==> src/hw/rtl/rainbow_pixel_color_generator_assert.svh <==
// Assertion macros shared by the rainbow pixel color generator modules.
`ifndef RAINBOW_PIXEL_COLOR_GENERATOR_ASSERT_SVH
`define RAINBOW_PIXEL_COLOR_GENERATOR_ASSERT_SVH

// Implication in the same cycle, checked on every clock edge outside reset.
`define RPCG_ASSERT_IMP(label, pre, post, msg) \
  label: assert property (@(posedge clk) disable iff (rst) (pre) |-> (post)) \
    else $error(msg);

// Implication in the next cycle.
`define RPCG_ASSERT_NXT(label, pre, post, msg) \
  label: assert property (@(posedge clk) disable iff (rst) (pre) |=> (post)) \
    else $error(msg);

`endif

==> src/hw/rtl/rpcg_pkg.sv <==
// Types, constants and codes shared by the rainbow pixel color generator.
`timescale 1ns / 1ps

package rpcg_pkg;

  localparam int MAX_LEDS    = 1024;
  localparam int IDX_W       = 10;
  localparam int LEN_W       = 11;
  localparam int HUE_W       = 9;
  localparam int COLOR_W     = 8;
  localparam int CFG_IDX_W   = 3;
  localparam int CFG_DATA_W  = 11;
  localparam int HUE_RANGE   = 360;
  localparam int SECTOR_DEG  = 60;
  localparam int FULL_SCALE  = 255;
  // Widest chase dividend: 1023 * 360 fits in 19 bits.
  localparam int DIVIDEND_W  = 19;

  typedef enum logic [CFG_IDX_W-1:0] {
    REG_MODE         = 3'd0,
    REG_SPEED        = 3'd1,
    REG_STRIP_LENGTH = 3'd2,
    REG_SATURATION   = 3'd3,
    REG_BRIGHTNESS   = 3'd4
  } cfg_reg_t;

  typedef enum logic [1:0] {
    ST_IDLE,
    ST_DIV,
    ST_HSV,
    ST_HOLD
  } state_t;

  typedef enum logic [2:0] {
    SEC_R_TO_Y,
    SEC_Y_TO_G,
    SEC_G_TO_C,
    SEC_C_TO_B,
    SEC_B_TO_M,
    SEC_M_TO_R
  } sector_t;

  typedef struct packed {
    logic [IDX_W-1:0] led_index;
    logic             frame_end;
  } pix_t;

  typedef struct packed {
    logic [COLOR_W-1:0] red;
    logic [COLOR_W-1:0] green;
    logic [COLOR_W-1:0] blue;
    logic [HUE_W-1:0]   pixel_hue;
  } color_t;

  typedef struct packed {
    logic [HUE_W-1:0]   hue;
    logic [COLOR_W-1:0] sat;
    logic [COLOR_W-1:0] val;
  } hsv_in_t;

endpackage

==> src/hw/rtl/rpcg_serial_div.sv <==
// Restoring divider that produces one quotient bit per cycle.
`timescale 1ns / 1ps

`include "rainbow_pixel_color_generator_assert.svh"

module rpcg_serial_div (
  input  logic                             clk,
  input  logic                             rst,
  input  logic                             start,
  input  logic [rpcg_pkg::DIVIDEND_W-1:0]  dividend,
  input  logic [rpcg_pkg::LEN_W-1:0]       divisor,
  output logic                             done,
  output logic [rpcg_pkg::HUE_W-1:0]       quotient
);

  localparam int CNT_W = $clog2(rpcg_pkg::DIVIDEND_W + 1);

  logic                            busy;
  logic [CNT_W-1:0]                cnt;
  logic [rpcg_pkg::LEN_W-1:0]      rem;
  logic [rpcg_pkg::LEN_W-1:0]      divisor_r;
  // Dividend bits shift out at the top while quotient bits shift in below.
  logic [rpcg_pkg::DIVIDEND_W-1:0] qd;
  logic [rpcg_pkg::LEN_W:0]        trial;
  logic                            fits;

  assign trial    = {rem, qd[rpcg_pkg::DIVIDEND_W-1]};
  assign fits     = trial >= {1'b0, divisor_r};
  assign quotient = qd[rpcg_pkg::HUE_W-1:0];

  always_ff @(posedge clk) begin
    if (rst) begin
      busy <= 1'b0;
      done <= 1'b0;
      cnt  <= '0;
    end else begin
      done <= 1'b0;
      if (start) begin
        busy <= 1'b1;
        cnt  <= CNT_W'(rpcg_pkg::DIVIDEND_W);
      end else if (busy) begin
        cnt <= cnt - CNT_W'(1);
        if (cnt == CNT_W'(1)) begin
          busy <= 1'b0;
          done <= 1'b1;
        end
      end
    end
  end

  always_ff @(posedge clk) begin
    if (start) begin
      rem       <= '0;
      qd        <= dividend;
      divisor_r <= divisor;
    end else if (busy) begin
      rem <= fits ? rpcg_pkg::LEN_W'(trial - {1'b0, divisor_r}) : trial[rpcg_pkg::LEN_W-1:0];
      qd  <= {qd[rpcg_pkg::DIVIDEND_W-2:0], fits};
    end
  end

  `RPCG_ASSERT_IMP(a_rem_below_divisor, busy, rem < divisor_r, "remainder not below divisor")
  `RPCG_ASSERT_NXT(a_start_runs, start, busy, "divider did not start")
  `RPCG_ASSERT_IMP(a_done_idle, done, !busy, "divider done while still busy")

endmodule

==> src/hw/rtl/rpcg_hsv.sv <==
// Three-stage integer HSV to RGB converter over six hue sectors.
`timescale 1ns / 1ps

module rpcg_hsv (
  input  logic              clk,
  input  logic              rst,
  input  logic              in_valid,
  input  rpcg_pkg::hsv_in_t hsv,
  output logic              out_valid,
  output rpcg_pkg::color_t  rgb
);

  localparam int CW = rpcg_pkg::COLOR_W;
  localparam int HW = rpcg_pkg::HUE_W;
  localparam logic [CW-1:0] FULL = CW'(rpcg_pkg::FULL_SCALE);

  // Stage A: sector and scaled remainder.
  rpcg_pkg::sector_t sector_c;
  logic [HW-1:0]     rem_deg;
  logic [CW+1:0]     rem_x17;
  logic              valid_a;
  rpcg_pkg::sector_t sector_a;
  logic [CW-1:0]     rem_a;
  logic [CW-1:0]     sat_a;
  logic [CW-1:0]     val_a;
  logic [HW-1:0]     hue_a;

  // Stage B: saturation terms.
  logic [2*CW-1:0]   prod_q;
  logic [2*CW-1:0]   prod_t;
  logic              valid_b;
  rpcg_pkg::sector_t sector_b;
  logic [CW-1:0]     term_q;
  logic [CW-1:0]     term_t;
  logic [CW-1:0]     term_p;
  logic [CW-1:0]     val_b;
  logic [HW-1:0]     hue_b;

  // Stage C: value products and channel selection.
  logic [2*CW-1:0]   prod_p2;
  logic [2*CW-1:0]   prod_q2;
  logic [2*CW-1:0]   prod_t2;
  logic [CW-1:0]     p;
  logic [CW-1:0]     q;
  logic [CW-1:0]     t;
  rpcg_pkg::color_t  rgb_c;

  always_comb begin
    sector_c = rpcg_pkg::SEC_R_TO_Y;
    rem_deg  = hsv.hue;
    if (hsv.hue >= HW'(5 * rpcg_pkg::SECTOR_DEG)) begin
      sector_c = rpcg_pkg::SEC_M_TO_R;
      rem_deg  = hsv.hue - HW'(5 * rpcg_pkg::SECTOR_DEG);
    end else if (hsv.hue >= HW'(4 * rpcg_pkg::SECTOR_DEG)) begin
      sector_c = rpcg_pkg::SEC_B_TO_M;
      rem_deg  = hsv.hue - HW'(4 * rpcg_pkg::SECTOR_DEG);
    end else if (hsv.hue >= HW'(3 * rpcg_pkg::SECTOR_DEG)) begin
      sector_c = rpcg_pkg::SEC_C_TO_B;
      rem_deg  = hsv.hue - HW'(3 * rpcg_pkg::SECTOR_DEG);
    end else if (hsv.hue >= HW'(2 * rpcg_pkg::SECTOR_DEG)) begin
      sector_c = rpcg_pkg::SEC_G_TO_C;
      rem_deg  = hsv.hue - HW'(2 * rpcg_pkg::SECTOR_DEG);
    end else if (hsv.hue >= HW'(rpcg_pkg::SECTOR_DEG)) begin
      sector_c = rpcg_pkg::SEC_Y_TO_G;
      rem_deg  = hsv.hue - HW'(rpcg_pkg::SECTOR_DEG);
    end
  end

  // 255/60 is exactly 17/4, so the scaled remainder is (rem * 17) >> 2.
  assign rem_x17 = (CW+2)'(rem_deg) * (CW+2)'(17);

  assign prod_q  = (2*CW)'(sat_a) * (2*CW)'(rem_a);
  assign prod_t  = (2*CW)'(sat_a) * (2*CW)'(FULL - rem_a);

  assign prod_p2 = (2*CW)'(val_b) * (2*CW)'(term_p);
  assign prod_q2 = (2*CW)'(val_b) * (2*CW)'(term_q);
  assign prod_t2 = (2*CW)'(val_b) * (2*CW)'(term_t);
  assign p = prod_p2[2*CW-1:CW];
  assign q = prod_q2[2*CW-1:CW];
  assign t = prod_t2[2*CW-1:CW];

  always_comb begin
    rgb_c.pixel_hue = hue_b;
    case (sector_b)
      rpcg_pkg::SEC_R_TO_Y: begin
        rgb_c.red = val_b; rgb_c.green = t; rgb_c.blue = p;
      end
      rpcg_pkg::SEC_Y_TO_G: begin
        rgb_c.red = q; rgb_c.green = val_b; rgb_c.blue = p;
      end
      rpcg_pkg::SEC_G_TO_C: begin
        rgb_c.red = p; rgb_c.green = val_b; rgb_c.blue = t;
      end
      rpcg_pkg::SEC_C_TO_B: begin
        rgb_c.red = p; rgb_c.green = q; rgb_c.blue = val_b;
      end
      rpcg_pkg::SEC_B_TO_M: begin
        rgb_c.red = t; rgb_c.green = p; rgb_c.blue = val_b;
      end
      default: begin
        rgb_c.red = val_b; rgb_c.green = p; rgb_c.blue = q;
      end
    endcase
  end

  always_ff @(posedge clk) begin
    if (rst) begin
      valid_a   <= 1'b0;
      valid_b   <= 1'b0;
      out_valid <= 1'b0;
    end else begin
      valid_a   <= in_valid;
      valid_b   <= valid_a;
      out_valid <= valid_b;
    end
  end

  always_ff @(posedge clk) begin
    if (in_valid) begin
      sector_a <= sector_c;
      rem_a    <= rem_x17[CW+1:2];
      sat_a    <= hsv.sat;
      val_a    <= hsv.val;
      hue_a    <= hsv.hue;
    end
    if (valid_a) begin
      sector_b <= sector_a;
      term_q   <= FULL - prod_q[2*CW-1:CW];
      term_t   <= FULL - prod_t[2*CW-1:CW];
      term_p   <= FULL - sat_a;
      val_b    <= val_a;
      hue_b    <= hue_a;
    end
    if (valid_b) begin
      rgb <= rgb_c;
    end
  end

endmodule

==> src/hw/rtl/rainbow_pixel_color_generator.sv <==
// Top level of the rainbow pixel color generator: registers, sequencing and hue offset.
//
//   channel  direction  handshake                payload
//   pix      in         pix_valid / pix_ready    rpcg_pkg::pix_t (led_index, frame_end)
//   color    out        color_valid / color_ready rpcg_pkg::color_t (red, green, blue, pixel_hue)
//   cfg      in         cfg_valid / cfg_ready    cfg_index, cfg_data
//
// A request passes from acceptance to color_valid through the serial divider
// (one quotient bit per cycle), the hue add register, three HSV stages and the
// output register.
// One request is in flight at a time; the next is accepted once the result is in the
// output register, even while that result still waits for color_ready.
// A stalled output holds the finished color inside the converter until the register frees.
// Reset is synchronous and returns the registers to their defaults and the offset to zero.
`timescale 1ns / 1ps

`include "rainbow_pixel_color_generator_assert.svh"

module rainbow_pixel_color_generator (
  input  logic                               clk,
  input  logic                               rst,
  input  logic                               pix_valid,
  output logic                               pix_ready,
  input  rpcg_pkg::pix_t                     pix,
  output logic                               color_valid,
  input  logic                               color_ready,
  output rpcg_pkg::color_t                   color,
  input  logic                               cfg_valid,
  output logic                               cfg_ready,
  input  logic [rpcg_pkg::CFG_IDX_W-1:0]     cfg_index,
  input  logic [rpcg_pkg::CFG_DATA_W-1:0]    cfg_data
);

  localparam int HW = rpcg_pkg::HUE_W;
  localparam int LW = rpcg_pkg::LEN_W;
  localparam int CW = rpcg_pkg::COLOR_W;

  logic                  mode;
  logic [CW-1:0]         speed;
  logic [LW-1:0]         strip_length;
  logic [CW-1:0]         saturation;
  logic [CW-1:0]         brightness;
  logic [HW-1:0]         hue_base;
  logic [HW-1:0]         hue_base_next;

  rpcg_pkg::state_t      state;
  rpcg_pkg::state_t      state_next;
  logic                  accept;
  logic                  out_load;
  logic                  frame_end;

  logic [LW-1:0]         strip_eff;
  logic [LW-1:0]         idx_ext;
  logic [LW-1:0]         idx_clamp;
  logic [rpcg_pkg::DIVIDEND_W-1:0] dividend;
  logic                  div_done;
  logic [HW-1:0]         quotient;

  logic [HW:0]           hue_sum;
  logic [HW:0]           adv;
  rpcg_pkg::hsv_in_t     hsv_in;
  logic                  hue_valid;
  logic                  hsv_done;
  rpcg_pkg::color_t      hsv_rgb;

  assign cfg_ready = 1'b1;
  assign accept    = pix_valid && pix_ready;
  assign pix_ready = (state == rpcg_pkg::ST_IDLE);

  always_ff @(posedge clk) begin
    if (rst) begin
      mode         <= 1'b0;
      speed        <= CW'(1);
      strip_length <= LW'(60);
      saturation   <= CW'(rpcg_pkg::FULL_SCALE);
      brightness   <= CW'(rpcg_pkg::FULL_SCALE);
    end else if (cfg_valid) begin
      case (cfg_index)
        rpcg_pkg::REG_MODE:         mode         <= cfg_data[0];
        rpcg_pkg::REG_SPEED:        speed        <= cfg_data[CW-1:0];
        rpcg_pkg::REG_STRIP_LENGTH: strip_length <= cfg_data[LW-1:0];
        rpcg_pkg::REG_SATURATION:   saturation   <= cfg_data[CW-1:0];
        rpcg_pkg::REG_BRIGHTNESS:   brightness   <= cfg_data[CW-1:0];
        default: ;
      endcase
    end
  end

  // A zero length counts as one LED; lengths past the maximum saturate.
  always_comb begin
    if (strip_length == '0) begin
      strip_eff = LW'(1);
    end else if (int'(strip_length) > rpcg_pkg::MAX_LEDS) begin
      strip_eff = LW'(rpcg_pkg::MAX_LEDS);
    end else begin
      strip_eff = strip_length;
    end
  end

  assign idx_ext   = LW'(pix.led_index);
  assign idx_clamp = (idx_ext >= strip_eff) ? strip_eff - LW'(1) : idx_ext;
  assign dividend  = rpcg_pkg::DIVIDEND_W'(idx_clamp) *
                     rpcg_pkg::DIVIDEND_W'(rpcg_pkg::HUE_RANGE);

  rpcg_serial_div u_div (
    .clk      (clk),
    .rst      (rst),
    .start    (accept),
    .dividend (dividend),
    .divisor  (strip_eff),
    .done     (div_done),
    .quotient (quotient)
  );

  assign hue_sum = (mode ? '0 : {1'b0, quotient}) + {1'b0, hue_base};

  always_ff @(posedge clk) begin
    if (rst) begin
      hue_valid <= 1'b0;
    end else begin
      hue_valid <= div_done;
    end
  end

  always_ff @(posedge clk) begin
    if (accept) begin
      frame_end <= pix.frame_end;
    end
    if (div_done) begin
      hsv_in.hue <= (hue_sum >= (HW+1)'(rpcg_pkg::HUE_RANGE)) ?
                    HW'(hue_sum - (HW+1)'(rpcg_pkg::HUE_RANGE)) : hue_sum[HW-1:0];
      hsv_in.sat <= saturation;
      hsv_in.val <= brightness;
    end
  end

  rpcg_hsv u_hsv (
    .clk       (clk),
    .rst       (rst),
    .in_valid  (hue_valid),
    .hsv       (hsv_in),
    .out_valid (hsv_done),
    .rgb       (hsv_rgb)
  );

  always_comb begin
    state_next = state;
    out_load   = 1'b0;
    case (state)
      rpcg_pkg::ST_IDLE: begin
        if (pix_valid) state_next = rpcg_pkg::ST_DIV;
      end
      rpcg_pkg::ST_DIV: begin
        if (div_done) state_next = rpcg_pkg::ST_HSV;
      end
      rpcg_pkg::ST_HSV: begin
        if (hsv_done) begin
          if (!color_valid || color_ready) begin
            out_load   = 1'b1;
            state_next = rpcg_pkg::ST_IDLE;
          end else begin
            state_next = rpcg_pkg::ST_HOLD;
          end
        end
      end
      rpcg_pkg::ST_HOLD: begin
        if (!color_valid || color_ready) begin
          out_load   = 1'b1;
          state_next = rpcg_pkg::ST_IDLE;
        end
      end
      default: state_next = rpcg_pkg::ST_IDLE;
    endcase
  end

  always_ff @(posedge clk) begin
    if (rst) begin
      state <= rpcg_pkg::ST_IDLE;
    end else begin
      state <= state_next;
    end
  end

  // Chase snaps the offset back to zero at a full turn; cycle wraps it around.
  assign adv = {1'b0, hue_base} + (HW+1)'(speed);
  always_comb begin
    if (adv < (HW+1)'(rpcg_pkg::HUE_RANGE)) begin
      hue_base_next = adv[HW-1:0];
    end else if (!mode) begin
      hue_base_next = '0;
    end else begin
      hue_base_next = HW'(adv - (HW+1)'(rpcg_pkg::HUE_RANGE));
    end
  end

  always_ff @(posedge clk) begin
    if (rst) begin
      hue_base    <= '0;
      color_valid <= 1'b0;
    end else begin
      if (out_load && frame_end) begin
        hue_base <= hue_base_next;
      end
      if (out_load) begin
        color_valid <= 1'b1;
      end else if (color_ready) begin
        color_valid <= 1'b0;
      end
    end
  end

  always_ff @(posedge clk) begin
    if (out_load) begin
      color <= hsv_rgb;
    end
  end

  `RPCG_ASSERT_IMP(a_div_done_in_div, div_done, state == rpcg_pkg::ST_DIV, "late divide")
  `RPCG_ASSERT_IMP(a_hsv_done_in_hsv, hsv_done, state == rpcg_pkg::ST_HSV, "late convert")
  `RPCG_ASSERT_IMP(a_offset_range, 1'b1, hue_base < HW'(rpcg_pkg::HUE_RANGE), "bad offset")
  `RPCG_ASSERT_NXT(a_accept_divides, accept, state == rpcg_pkg::ST_DIV, "no divide")

endmodule

==> config.mk <==
export PLATFORM = sky130hd
export DESIGN_NAME = rainbow_pixel_color_generator
export DESIGN_NICKNAME = d
export VERILOG_FILES = /design/src/hw/rtl/rpcg_pkg.sv /design/src/hw/rtl/rpcg_serial_div.sv /design/src/hw/rtl/rpcg_hsv.sv /design/src/hw/rtl/rainbow_pixel_color_generator.sv
export VERILOG_INCLUDE_DIRS = /design/src /design/src/hw/rtl
export SDC_FILE = /design/constraint.sdc
export NUM_CORES = 1
export LEC_CHECK = 0
export ABC_AREA = 1
export ABC_CLOCK_PERIOD_IN_PS = 11600
export BUFFER_PORTS_ARGS = -buffer_cell sky130_fd_sc_hd__buf_2
export CORE_UTILIZATION = 49
export CTS_BUF_LIST = sky130_fd_sc_hd__clkbuf_4
export CTS_CLUSTER_SIZE = 24
export DETAILED_ROUTE_END_ITERATION = 10
export GPL_ROUTABILITY_DRIVEN = 0
export HOLD_SLACK_MARGIN = 0.1
export PLACE_DENSITY = 0.62
export SETUP_SLACK_MARGIN = 0.2
export SLEW_MARGIN = 5
export SYNTH_ARGS = -nofsm -noshare
export SYNTH_HDL_FRONTEND = slang
export SYNTH_SLANG_ARGS = --single-unit
==> constraint.sdc <==
create_clock -name clk -period 11.6 [get_ports clk]
set_clock_uncertainty 0.2 [all_clocks]
set_input_delay 1.16 -clock clk [delete_from_list [all_inputs] [get_ports clk]]
set_output_delay 1.16 -clock clk [all_outputs]
set_load 0.02 [all_outputs]
==> run metrics <==
status=finished, final reports clean; CP Max Fanout=12; CTS tree=yes; Routed Antenna Nets=0; CP startpoint kind=flop; GRT Util Overall=0.236; hpwl dp=between 40000 and 50000 µm; fin util=0.539; Mean Syn Cell Area=about 8 µm²; Vias/cell=just over 5; Register-to-Register Path Depth=32; worst hold stages=0; layout net count=about 3.6k; Cell variety after synth=56; synth top area cells=edfxtp_1 (24%), fa_1 (16%), ha_1 (13%); Final min period=between 6 and 7 ns; area of the mapped netlist=24600 µm²; Initial DRC Count=1404; PortBufs=64; Async S/R FF share, synth=0; Place WS=5.13 ns; Ys Warns=0; Root Buffer=clkbuf_4; area leader, netlist=edfxtp_1; slowest stage cell, crit path=fa_1; sequential element share of the synthesized area=0.302; vias in the first global route=~20k; Sink Count=around 270; flop-to-flop setup slack=between 5 and 6 ns; Die Y=226 µm; core footprint=around 49000 µm²; die area=51100 µm²; Fin. Hold Viols=0; Final Cycle Share=0.566; Setup Viol. Count Final=0; Power Density=around 110 nW/µm²; WHS=0.205 ns; final non-filler cell total=3830; Pre-Repair DR Iteration Count=5; final slew viol count=0; CTS H-tree lvls=3; CTS clock-pin slew for the worst setup and hold paths=0.07 ns; Ports=66; CP endpoint kind=flop; Mapped Nets=around 3.5k; Crit path required time=11.91 ns; layout cells sized above 1=0.0809; worst slew pin tran=about 1.0 ns; Synth top cells by count=nand2_1 (762), inv_1 (633), ha_1 (255); worst-skew pair later-pin latency=about 0.77 ns; Routed WL=between 50000 and 60000 µm; Post-DP Area=25500 µm²; # hold bufs at CTS=0; Cells after Synth=slightly above 3k; initial antenna violation count=1; Total Power=~3 mW; Max Cap Viol=0; Max Freq=~150 MHz; Clock Path Buffers=3; Layout area overhead=7.95%; Max stage delay on crit path=around 0.50 ns; Die W=226 µm; post_cts resized=0; worst rel slew slack=0.296; Final WS setup=just over 5 ns; dominant synthesized flop cell=edfxtp_1; Initial Utilization=0.499; site row count=roughly 80; Arr. time, crit path=6.88 ns; postcts setup bufs=0; RSZ-0062 raised after global routing=false; Num CTS Buffers=76; hold crit path type=reg2reg; Worst IR Drop VDD=0.124 mV; # fillers=about 4.8k; most common cell in the synthesized netlist=nand2_1; DRC=0; Post-synth EDFFs=slightly below 200; placed cell count=3688; pin count of the biggest net entering global routing=between 40 and 50; first-pass GRT wire length=approximately 97000 µm; leakage power=around 14 nW; Vias=19.9k; Yosys reg bits=about 270; TNS Setup=0 ns; grt ovf=0; top cell type's share of synthesized area=0.243; final instance area=about 27000 µm²; post-DR wirelength/cell=14.9 µm; CP Class=reg2reg
==> cell families (layout without fill, tap and decap cells) <==
family | count (synthesis) | in the layout | synth area share
simple gates | 1249 | 1249 | 0.214
xor+xnor | 51 | 51 | 0.0182
other cells | 1 | 3 | 0.000152
compound gates | 285 | 285 | 0.0663
fa+ha+maj | 449 | 449 | 0.288
buf+inv | 720 | 857 | 0.112
flops | 272 | 272 | 0.302
==> metal layers <==
layer / track usage / vias up / share of wire
met2: 0.384 / 627 / 0.46
met5: 0 / - / 0
li1: - / 9776 / -
met3: 0.0380 / 111 / 0.061
met4: 0.0813 / 0 / 0.023
met1: 0.319 / 9385 / 0.46
==> layout make-up <==
class,instances,area (µm²),area share
sequential,272,7440,0.280
tap,664,831,0.0313
antenna,2,5.00,0.000188
timing repair buffer,77,418,0.0157
inverter,640,2400,0.0905
clock buffer,116,871,0.0328
multi-input combinational,2035,14400,0.543
clock inverter,24,171,0.00646
==> power by group <==
part / switching [mW] / internal, mW
registers: 0.0346 / 1.12
clock network: 0.417 / 0.505
logic: 0.546 / 0.310
==> critical path, delay by kind of cell, from the launching register on <==
family                     cells  cell delay, ns
adders and majority gates      6            2.09
buffers and inverters          6            0.65
DFF                            1            0.35
AOI/OAI and AO/OA              4            1.09
and+or+nand+nor               16            1.94
==> cells in the final DEF (no fill, tap or decap), drive strengths merged, types with 44 or more instances in the layout <==
cell type | synthesis | routed
a21oi | 106 | 106
buf | 12 | 77
clkbuf | 68 | 116
dfxtp | 73 | 73
edfxtp | 199 | 199
fa | 194 | 194
ha | 255 | 255
inv | 638 | 639
nand2 | 777 | 777
nand3 | 174 | 174
nand4 | 44 | 44
nor2 | 196 | 196
o21ai | 110 | 110
==> registers in the layout, indices dropped and copies added, names as in the netlist, 2 cells and up <==
signal,flops
u_div.rem,11
u_hsv.term_q,8
u_hsv.hue_b,9
u_hsv.term_t,8
u_div.cnt,5
strip_length,11
hue_base,9
u_hsv.val_a,8
saturation,8
u_hsv.val_b,8
u_div.qd,19
u_hsv.rgb,33
u_hsv.rem_a,8
speed,8
brightness,8
color,33
u_div.divisor_r,11
hsv_in,25
u_hsv.term_p,8
u_hsv.sector_b,3
u_hsv.sector_a,3
state,2
u_hsv.hue_a,9
u_hsv.sat_a,8
==> path summary, 6_finish.rpt <==
path / startpoint / endpoint
setup reg to reg: strip_length[7] / u_div.qd[17]
hold reg to reg: hsv_in[6] / u_hsv.val_a[6]
setup / recovery: strip_length[7] / u_div.qd[17]
hold / removal: hsv_in[6] / u_hsv.val_a[6]
Note: power is estimated with default switching activity, not from simulation.
